**config.mk**
```make
export PLATFORM = sky130hd
export DESIGN_NAME = aprr_hdr
export DESIGN_NICKNAME = d
export VERILOG_FILES = /design/src/aprr_pkg.sv /design/src/aprr_hdr.sv
export SDC_FILE = /design/constraint.sdc
export NUM_CORES = 1
export LEC_CHECK = 0
export ABC_CLOCK_PERIOD_IN_PS = 3250
export BUFFER_PORTS_ARGS = -buffer_cell sky130_fd_sc_hd__buf_2
export CAP_MARGIN = 15
export CORE_UTILIZATION = 40
export DETAILED_ROUTE_END_ITERATION = 6
export PLACE_DENSITY_LB_ADDON = 0.25
export SETUP_SLACK_MARGIN = 0.05
export SLEW_MARGIN = 20
export SYNTH_ARGS = -nofsm -noshare
export SYNTH_HDL_FRONTEND = slang
export SYNTH_SLANG_ARGS = --single-unit
```
**constraint.sdc**
```tcl
create_clock -name vclk -period 3.25
set_input_delay 0.4875 -clock vclk [all_inputs]
set_output_delay 0.4875 -clock vclk [all_outputs]
set_load 0.05 [all_outputs]
```
**src/aprr_pkg.sv**
```systemverilog
// ----------------------------------------------------------------------------
// aprr_pkg
// Shared types, constants and helpers of the audio packet ring receiver.
// ----------------------------------------------------------------------------
package aprr_pkg;

  localparam int RING_BYTES   = 4096;
  localparam int PTR_W        = $clog2(RING_BYTES);
  localparam int FILL_W       = PTR_W + 1;
  localparam int MAX_PAYLOAD  = 1436;
  localparam int MAX_FRAMES   = 64;
  localparam int RATE_LIMIT   = 21;
  localparam int BUDGET_W     = 11;

  // fixed field widths
  localparam int REQ_TYPE_W   = 2;
  localparam int RATE_W       = 5;
  localparam int CHAN_W       = 9;
  localparam int SAMPLE_W     = 9;
  localparam int PAYLOAD_W    = 11;
  localparam int BYTE_W       = 8;
  localparam int FRAME_REQ_W  = 7;
  localparam int HALF_W       = 16;
  localparam int LCH_W        = 2;

  typedef logic [REQ_TYPE_W-1:0] req_type_t;
  localparam req_type_t REQ_HEADER = 2'd0;
  localparam req_type_t REQ_BYTE   = 2'd1;
  localparam req_type_t REQ_READ   = 2'd2;

  typedef logic [1:0] status_t;
  localparam status_t ST_ACCEPTED  = 2'd0;
  localparam status_t ST_BAD_HDR   = 2'd1;
  localparam status_t ST_UNSUP     = 2'd2;
  localparam status_t ST_MISMATCH  = 2'd3;

  localparam logic KIND_HEADER = 1'b0;
  localparam logic KIND_READ   = 1'b1;

  // header verdict passed from the checker to the control
  typedef struct packed {
    status_t               status;
    logic                  lock_now;
    logic [BUDGET_W-1:0]   budget;
  } hdr_res_t;

  function automatic logic [PTR_W-1:0] ptr_inc(input logic [PTR_W-1:0] p);
    logic [PTR_W-1:0] r;
    r = (p == PTR_W'(RING_BYTES - 1)) ? '0 : p + PTR_W'(1);
    return r;
  endfunction

endpackage

```
**src/aprr_hdr.sv**
```systemverilog
// ----------------------------------------------------------------------------
// aprr_hdr
// Header check against the locked format and push budget computation.
// ----------------------------------------------------------------------------
module aprr_hdr (
  input  logic                             header_ok,
  input  logic                             is_pcm16,
  input  logic [aprr_pkg::RATE_W-1:0]      rate_index,
  input  logic [aprr_pkg::CHAN_W-1:0]      channel_count,
  input  logic [aprr_pkg::SAMPLE_W-1:0]    sample_count,
  input  logic [aprr_pkg::PAYLOAD_W-1:0]   payload_length,
  input  logic                             locked,
  input  logic [aprr_pkg::RATE_W-1:0]      locked_rate,
  input  logic [aprr_pkg::LCH_W-1:0]       locked_channels,
  output aprr_pkg::hdr_res_t               res
);
  import aprr_pkg::*;

  logic                 ch_ok;
  logic                 stereo;
  logic [BUDGET_W-1:0]  pay_sat;
  logic [BUDGET_W-1:0]  want;
  logic [BUDGET_W-1:0]  use_bytes;
  status_t              st;

  always_comb begin
    ch_ok  = (channel_count == CHAN_W'(1)) || (channel_count == CHAN_W'(2));
    stereo = (channel_count == CHAN_W'(2));
    priority if (!header_ok) begin
      st = ST_BAD_HDR;
    end else if (!is_pcm16 || (rate_index >= RATE_W'(RATE_LIMIT)) || !ch_ok) begin
      st = ST_UNSUP;
    end else if (locked && ((locked_rate != rate_index) ||
                            ({{(CHAN_W-LCH_W){1'b0}}, locked_channels} != channel_count))) begin
      st = ST_MISMATCH;
    end else begin
      st = ST_ACCEPTED;
    end

    pay_sat = (payload_length > PAYLOAD_W'(MAX_PAYLOAD))
              ? BUDGET_W'(MAX_PAYLOAD) : BUDGET_W'(payload_length);
    want    = stereo ? BUDGET_W'({sample_count, 2'b00})
                     : BUDGET_W'({sample_count, 1'b0});
    use_bytes = (pay_sat < want) ? pay_sat : want;

    res.status   = st;
    res.lock_now = (st == ST_ACCEPTED) && !locked;
    // trim to whole frames
    if (st != ST_ACCEPTED) begin
      res.budget = '0;
    end else if (stereo) begin
      res.budget = {use_bytes[BUDGET_W-1:2], 2'b00};
    end else begin
      res.budget = {use_bytes[BUDGET_W-1:1], 1'b0};
    end
  end

endmodule

```
==> results of run 1 <==
==> through the flow <==
stage	instance area, sq um	TNS (ns)	util, %	hold slack [ns]	setup slack [ns]
floorplan	1050	-3.262	-	1.151	-0.3637
CTS	1854	-3.065	92.63	1.322	-0.3457
global placement	1614	-4.813	80.63	1.315	-0.5113
detailed placement	1614	-5.775	80.63	1.322	-0.6320
==> cell families after synthesis <==
| kind of cell | after synthesis | share of synthesized area, % |
|---|---|---|
| fa+ha+maj | 9 | 12.95 |
| simple gates | 43 | 28.63 |
| mux | 7 | 8.058 |
| xor+xnor | 8 | 8.057 |
| other cells | 1 | 0.4312 |
| buf+inv | 9 | 4.891 |
| compound gates | 36 | 36.98 |
==> timing repair <==
action	CTS
pin swaps	12
gates cloned	1
buffers inserted	4
gates resized for setup	47
setup endpoints to repair	10
hold endpoints to repair	0
==> routing by layer <==
layer  global-route usage (%)  overflow
met4                    87.75        22
met1                    66.67         0
met3                    40.25         0
met2                    92.13        15
met5                        0         0
==> metrics, run 1 <==
status=did not finish; Last stage=5_1_grt; Err=[ERROR GRT-0232] Routing congestion too high. Check the congestion heatmap in the GUI.; Initial Util=43.44%; largest net degree at the start of global routing=8; Synth top cells by count=9 x ha_1, 8 x a21oi_1, 8 x nor3_1; register area share after synthesis=0%; top cell type's share of synthesized area=12.95%; post-synth top area cell=ha_1; GRT overflow=37; Post-Synthesis Cells=113; Post-CTS Hold Buffers=0; Post-Syn Nets=166; post-GRT worst EP=res[4]; number of synthesis warnings=0; Die W=48.63 um; dpl cells=228; IO Port Bufs=57; WEP type=primary output; Detail Placement HPWL=2912 um; dominant cells by area after synthesis=ha_1 13%, mux2i_1 8.1%, a211oi_2 5.8%; Ports=58; Final GP Congestion=0.8881; die span in y=48.63 um; Row Count=16; Post-Syn Area per Cell=7.695 sq um; Post-Syn Area=869.6 sq um; Total GRT Usage=69.36%; most used standard cell by instance count after synthesis=ha_1; Distinct cells, synth=42
==> inputs of run 2 (changes only) <==
Settings changed: ABC_CLOCK_PERIOD_IN_PS 3250 to 4200, CORE_AREA set to 2 2 63 65, CORE_UTILIZATION 40 to not set, DIE_AREA set to 0 0 65 67, PLACE_DENSITY_LB_ADDON 0.25 to 0.15, SETUP_SLACK_MARGIN 0.05 to not set.
Clock period 3.25 ns to 4.2 ns, I/O delays scaled along.
==> run 2 against run 1 <==
The flow now finishes without violations. Synthesized cell count is the same. Synthesized area is the same.
==> metrics, run 2 <==
status=finished, final reports clean; dpl cells=221; worst-path maximum fanout=10; DR iter-0 viols=36; Worst Tran Pin Value=0.7006 ns; number of max-cap violations=0; vias per cell=4.937; vias in the first global route=968; post-synth top area cell=ha_1; final WL=2809 um; post-synthesis adder-cell area fraction=12.95%; Post-CTS Hold Buffers=0; Row Count=22; Die W=65 um; ratio of cells with drive above 1 in the final layout=45.98%; Ports=58; Post-Synthesis Cells=113; Core Region=3606 sq um; Final GP Congestion=0.8315; Post-Syn Area=869.6 sq um; Hold WC Path Type=primary input to output port; Detail Placement HPWL=2442 um; wire length on met2=1291 um; fmax=246.7 MHz; DRT antenna net count=0; mux share of post-synthesis cell area=8.058%; Min Clock Period, post-route=4.054 ns; Post-Syn Nets=166; Synth Area in Compound Gates=36.98%; drt pass-1 iters=4; simple-gate area share of the yosys netlist=28.63%; # diodes=0; Slew HR=52.80%; post-layout util=35.32%; Die Area=4355 sq um; leakage=0.0006377 uW; Clock buffer cells=0; metal3 WL=218 um; first-pass GRT wire length=4319 um; Post-Syn Area per Cell=7.695 sq um; Avg WL per Cell=12.65 um; # DRC=0; Power per Cell Area=83.11 nW/um^2; initial antenna violation count=0; IO Port Bufs=57; NumNets Final=229; post-synthesis xor/xnor area fraction=8.058%; largest net degree at the start of global routing=12; Synth top cells by count=9 x ha_1, 8 x a21oi_1, 8 x nor3_1; CP arrival=3.42 ns; Finished Layout Cells=222; worst vdd ir=0.00002830 V; wl on met1=1299 um; Initial Util=24.12%; Setup crit end=res[5]; CP Data Required Time=3.57 ns; register area share after synthesis=0%; final worst-path cycle share=96.52%; CP startpoint=channel_count[4]; FF/Latch Area=0 sq um; Final Hold Viols=0; most common cell after layout, fill and taps aside=buf_2; FF+latch count=0; Setup-failing EPs final=0; dominant cells by area after synthesis=ha_1 13%, mux2i_1 8.1%, a211oi_2 5.8%; RSZ-0062 raised after global routing=true; most used standard cell by instance count after synthesis=ha_1; max layer used=met3; via count=1096; commonest non-fill, non-tap cells in the layout=51 x buf_2, 12 x buf_4, 9 x ha_1; Final Max Tran Viols=0; nature of the critical path startpoint=primary input; crit end category=output port; GRT overflow=0; critical path class=primary input to output port; Distinct cells, synth=42; largest family of logic cells by synthesized area=compound AO/OA/AOI/OAI gates; number of synthesis warnings=0; synthesis-to-layout area growth=46.47%; top cell type's share of synthesized area=12.95%; Total GRT Usage=12.25%; die span in y=67 um
run 2: cell counts after synthesis:
Identical to the previous run, type by type.
run 2: layout make-up:
cell class	count	area (sq um)
well taps	48	60.06
multi-input cells	104	834.6
fillers	394	2332
inverters	5	18.77
repair buffers	65	360.3
run 2: worst min path at each step:
stage	startpoint	to	slack (ns)	depth (start not counted)
floorplan	locked	res[11]	1.44	1
global placement	header_ok	res[12]	1.61	3
detailed placement	header_ok	res[12]	1.61	3
CTS	header_ok	res[12]	1.61	3
global route	header_ok	res[12]	1.63	3
finish	header_ok	res[12]	1.61	3
run 2: cells by family (layout without fill, tap and decap cells):
group | Yosys count | after routing
buffers and inverters | 9 | 70
XOR/XNOR | 8 | 8
AO/OA/AOI/OAI | 36 | 36
AND/OR/NAND/NOR | 43 | 43
other | 1 | 1
adder cells (fa/ha/maj) | 9 | 9
multiplexers | 7 | 7
run 2: power breakdown:
part / internal, uW / total, uW / leakage, uW / switching [uW]
Clock: 0 / 0 / 0 / 0
Sequential: 0 / 0 / 0 / 0
Combinational: 46.9 / 106 / 0.000638 / 58.9
run 2: per-stage QoR:
stage	TNS (ns)	setup slack [ns]	instance area [sq um]	hold slack [ns]	total power [uW]
final	0	0.1460	1274	1.607	105.9
after global routing	-0.04128	-0.03996	1274	1.629	117.6
after CTS	0	0.06689	1247	1.608	104.6
after detailed placement	0	0.07661	1247	1.605	104.1
after global placement	0	0.04982	1247	1.607	103.1
after floorplan	-0.9524	-0.3721	873.3	1.436	61.68
run 2: what timing repair did:
action / in CTS / in global routing
setup buffers: 0 / 1
setup endpoints to repair: 0 / 9
gates resized for setup: 0 / 11
run 2: critical path: stages:
cell and delay, ns:
buf_2 0.10, nor4_2 0.29, nand3_1 0.10, buf_4 0.21
mux2i_2 0.18, ha_1 0.32, nand4_1 0.11, or4_4 0.59
a31o_4 0.25, a21o_1 0.19, a21oi_2 0.15, buf_2 0.29
run 2: layer usage:
layer | global-route usage, % | vias up
met5 | 0 | -
met4 | 0 | 0
met3 | 0.8446 | 0
met2 | 22.04 | 44
met1 | 16.90 | 492
li1 | - | 560
Note: power is estimated with default switching activity, not from simulation.
==> inputs of run 3 (changes only) <==
Settings changed: MAX_ROUTING_LAYER set to met4, PLACE_DENSITY_LB_ADDON 0.15 to 0.08.
==> run 3 against run 2 <==
Routed wire length rose by 0.36%. Design area rose by 2.4%. Worst hold slack improved by 0.013 ns. Final cell count rose by 0.45%. Non-clock buffer count rose by 1. Total power rose by 1.5%. Flip-flop and latch count did not move. Critical path type unchanged. Critical endpoint is now res[1]. Largest power group unchanged.
==> metrics, run 3 (synthesis gave the netlist of run 2 again) <==
status=finished, final reports clean; fmax=250.6 MHz; NumNets Final=230; drt pass-1 iters=4; Die Area=4355 sq um; Clock power frac=0%; wl on met1=1347 um; hold path cells=3; first-pass GRT wire length=4491 um; number of max-cap violations=0; RSZ-0062 raised after global routing=false; Setup-failing EPs final=0; Place WS=0.07168 ns; logic gate share of total power=100.0%; Final GP Congestion=0.8000; wire length on met2=1372 um; Avg WL per Cell=12.64 um; worst vdd ir=0.00002592 V; CP startpoint=channel_count[4]; CP bufs+invs=3; sw frac=55.33%; max layer used=met3; crit end category=output port; ratio of cells with drive above 1 in the final layout=46.29%; Internal=47.98 uW; Detail Placement HPWL=2524 um; final worst-path cycle share=95.02%; IO Port Bufs=57; Multi-input gate area=843.3 sq um; nature of the critical path startpoint=primary input; worst-path maximum fanout=10; via count=1072; fin area=1304 sq um; PnR worst setup slack=0.2090 ns; die span in y=67 um; Setup TNS Final=0 ns; family with the most delay on the worst path=compound AO/OA/AOI/OAI gates; critical path class=primary input to output port; metal3 WL=99 um; Slew HR=59.00%; Clock buffer cells=0; most common cell after layout, fill and taps aside=buf_2; vias per cell=4.807; Core Region=3606 sq um; Power per Cell Area=82.39 nW/um^2; initial antenna violation count=0; DR iter-0 viols=24; Net Switching=59.44 uW; synthesis-to-layout area growth=49.93%; final WL=2819 um; CP arrival=3.36 ns; Ports=58; commonest non-fill, non-tap cells in the layout=47 x buf_2, 14 x buf_4, 9 x ha_1; Power, Total=107.4 uW; Final Hold Viols=0; Worst Tran Pin Value=0.6086 ns; Die W=65 um; fillers=400; FF+latch count=0; Min Hold Slack=1.619 ns; Crit path depth=12; Hold WC Path Type=primary input to output port; leakage=0.0006420 uW; Setup crit end=res[1]; Critical Path, Cell by Cell=buf_2 > nor4_4 > nand3_1 > buf_4 > mux2i_2 > ha_1 > a21o_1 > a21o_1 > a221oi_4 > a21oi_1 > a2111oi_2 > buf_4; crit path max-delay cell type=a2111oi_2; Initial Util=24.12%; DRT antenna net count=0; Row Count=22; FF/Latch Area=0 sq um; GRT overflow=0; # DRC=0; Post-CTS Hold Buffers=0; Min Clock Period, post-route=3.991 ns; Final Max Tran Viols=0; CP Data Required Time=3.57 ns; Area after DPL=1255 sq um; Flop pwr share=0%; Total GRT Usage=13.16%; largest net degree at the start of global routing=12; vias in the first global route=998; CP max stage delay=0.38 ns; # diodes=0
run 3: timing repair:
item	in CTS	in global routing
resized for setup	0	19
endpoints found under the setup margin	0	10
buffers inserted	0	1
run 3: worst min-delay path by stage:
stage               to  slack, ns      start
5_1_grt        res[11]       1.64     locked
3_3_place_gp   res[12]       1.61  header_ok
6_report       res[11]       1.62     locked
3_5_place_dp   res[11]       1.62     locked
2_1_floorplan  res[11]       1.44     locked
4_1_cts        res[11]       1.62     locked
run 3: layout make-up:
| cell class | instances | share of cell area, % |
|---|---|---|
| well taps | 48 | 4.607 |
| repair buffers | 66 | 29.27 |
| multi-input cells | 104 | 64.68 |
| inverters | 5 | 1.440 |
run 3: through the flow:
stage               util (%)  std cells
finish                 36.16        223
global route           36.16        223
CTS                    34.80        222
detailed placement     34.80        222
global placement       34.80        222
floorplan                  -        113
run 3: routing by layer:
layer,up-vias,global-route usage (%)
met4,0,0
met1,481,17.60
met5,-,-
met3,0,0.3378
li1,565,-
met2,26,23.58
run 3: power groups by stage:
stage | Clock (uW) | Sequential (uW) | Combinational [uW]
3_5_place_dp | 0 | 0 | 105
4_1_cts | 0 | 0 | 106
5_1_grt | 0 | 0 | 120
2_1_floorplan | 0 | 0 | 61.7
6_report | 0 | 0 | 107
3_3_place_gp | 0 | 0 | 105
==> inputs of run 4 (changes only) <==
==> constraint.sdc (replaced) <==
create_clock -name vclk -period 4.2
set_input_delay 0.84 -clock vclk [all_inputs]
set_output_delay 0.84 -clock vclk [all_outputs]
set_load 0.05 [all_outputs]
==> run 4 against run 3 <==
The run now ends with negative setup slack left. Setup slack lost 0.33 ns. Worst hold slack gained 0.42 ns. Non-clock buffer count grew 35. Final cell count grew 16%. Routed wire length grew 24%. Design area grew 44%. First-iteration DRC count shrank 8.3%. Total power grew 53%. Critical endpoint is now res[10].
==> metrics, run 4 (synthesis gave the netlist of run 2 again) <==
status=finished with violations; violated checks=negative setup slack; drt pass-1 iters=4; vias in the first global route=1310; Setup-failing EPs final=10; critical path class=primary input to output port; nature of the critical path startpoint=primary input; CP startpoint=channel_count[7]; PnR worst setup slack=-0.1205 ns; Worst Hold End=res[11]; crit end category=output port; vias per cell=4.853; IO Port Bufs=57; initial antenna violation count=0; Power per Cell Area=87.05 nW/um^2; commonest non-fill, non-tap cells in the layout=45 x buf_2, 41 x buf_4, 13 x buf_6; fillers=349; Core Region=3606 sq um; Final Hold Viols=0; Avg WL per Cell=13.51 um; Setup TNS Final=-0.6246 ns; FF/Latch Area=0 sq um; ratio of cells with drive above 1 in the final layout=65.71%; Row Count=22; leakage=0.0008350 uW; CP bufs+invs=4; number of max-cap violations=0; DR iter-0 viols=22; DRT antenna net count=0; most common cell after layout, fill and taps aside=buf_2; NumNets Final=265; crit-path most repeated cell=buf_6; final WL=3486 um; Worst Tran Pin Value=0.7727 ns; crit path max-delay cell type=or4_4; largest net degree at the start of global routing=10; # diodes=0; CP arrival=3.48 ns; Post-CTS Hold Buffers=0; CP max stage delay=0.48 ns; Min Clock Period, post-route=4.321 ns; Hold Startpoint=locked; Hold WC Path Type=primary input to output port; FF+latch count=0; Final GP Congestion=0.7337; dpl cells=248; via count=1252; fmax=231.5 MHz; worst vdd ir=0.00003689 V; family with the most delay on the worst path=simple AND/OR/NAND/NOR gates; synthesis-to-layout area growth=116.5%; Detail Placement HPWL=2881 um; RSZ-0062 raised after global routing=true; CP Data Required Time=3.36 ns; Final Max Tran Viols=0; final worst-path cycle share=102.9%; # DRC=0; Critical Path, Cell by Cell=buf_6 > nor4_4 > nand3_2 > buf_4 > mux2i_1 > ha_1 > nand4_1 > or4_4 > a31oi_4 > buf_12 > o211ai_1 > a21oi_4 > buf_6; die span in y=67 um; worst-path maximum fanout=7; Min Hold Slack=2.035 ns; Die W=65 um; Die Area=4355 sq um; hold path cells=3; Total GRT Usage=16.75%; Ports=58; GRT overflow=0; first-pass GRT wire length=5713 um; Clock buffer cells=0; Initial Util=24.12%; Finished Layout Cells=258; Slew HR=48.49%
run 4: cell types whose count changed in the layout (fill, tap and decap cells not counted), moves of 4 or more:
cell / change
nor3_1: -7
clkbuf_4: -4
a211oi_4: +6
buf_4: +27
ha_1: -4
ha_4: +4
a211oi_2: -4
buf_6: +12
nor3_2: +7
run 4: metal layers:
metal | vias to the layer above | GRT usage, % | wire, um
met5 | - | - | 0
met4 | 0 | 1.862 | 35
met3 | 4 | 0.6757 | 131
met2 | 35 | 30.67 | 1779
met1 | 586 | 21.11 | 1540
li1 | 627 | - | -
run 4: repair_timing:
| item | in CTS | in global routing |
|---|---|---|
| endpoints found under the setup margin | 10 | 10 |
| hold endpoints to repair | 0 | 0 |
| resized for setup | 39 | 5 |
| setup buffers | 8 | 1 |
| pin swaps | 17 | 5 |
| cloned | 1 | 0 |
run 4: layout make-up:
class / instances / area (sq um) / area share (%)
multi-input cells: 104 / 1090 / 57.87
repair buffers: 101 / 714.4 / 37.94
well taps: 48 / 60.06 / 3.189
inverters: 5 / 18.77 / 0.9967
run 4: stage by stage:
stage | worst slack, ns | total power [uW] | utilization (%) | instance area (sq um)
after global placement | -0.2477 | 139.5 | 44.93 | 1620
after global routing | -0.2533 | 179.3 | 52.22 | 1883
after floorplan | -0.1187 | 74.91 | - | 1050
after CTS | -0.1195 | 161.5 | 51.49 | 1857
final | -0.1205 | 163.9 | 52.22 | 1883
after detailed placement | -0.3158 | 142.7 | 44.93 | 1620
run 4: worst max-delay path by stage:
stage | slack, ns | end | cells past startpoint
after detailed placement | -0.32 | res[3] | 12
after global placement | -0.25 | res[3] | 12
after global routing | -0.25 | res[10] | 14
after floorplan | -0.12 | res[2] | 10
after CTS | -0.12 | res[10] | 13
final | -0.12 | res[10] | 13
run 4: worst min-delay path, stage by stage:
cell and delay [ns]:
buf_2 0.11, nor2_1 0.05, buf_2 0.20
run 4: report_power, final:
part	switching (uW)	internal [uW]	total, uW	leakage (uW)
Sequential	0	0	0	0
Clock	0	0	0	0
Combinational	81.6	82.3	164	0.000835
Total	81.6	82.3	164	0.000835
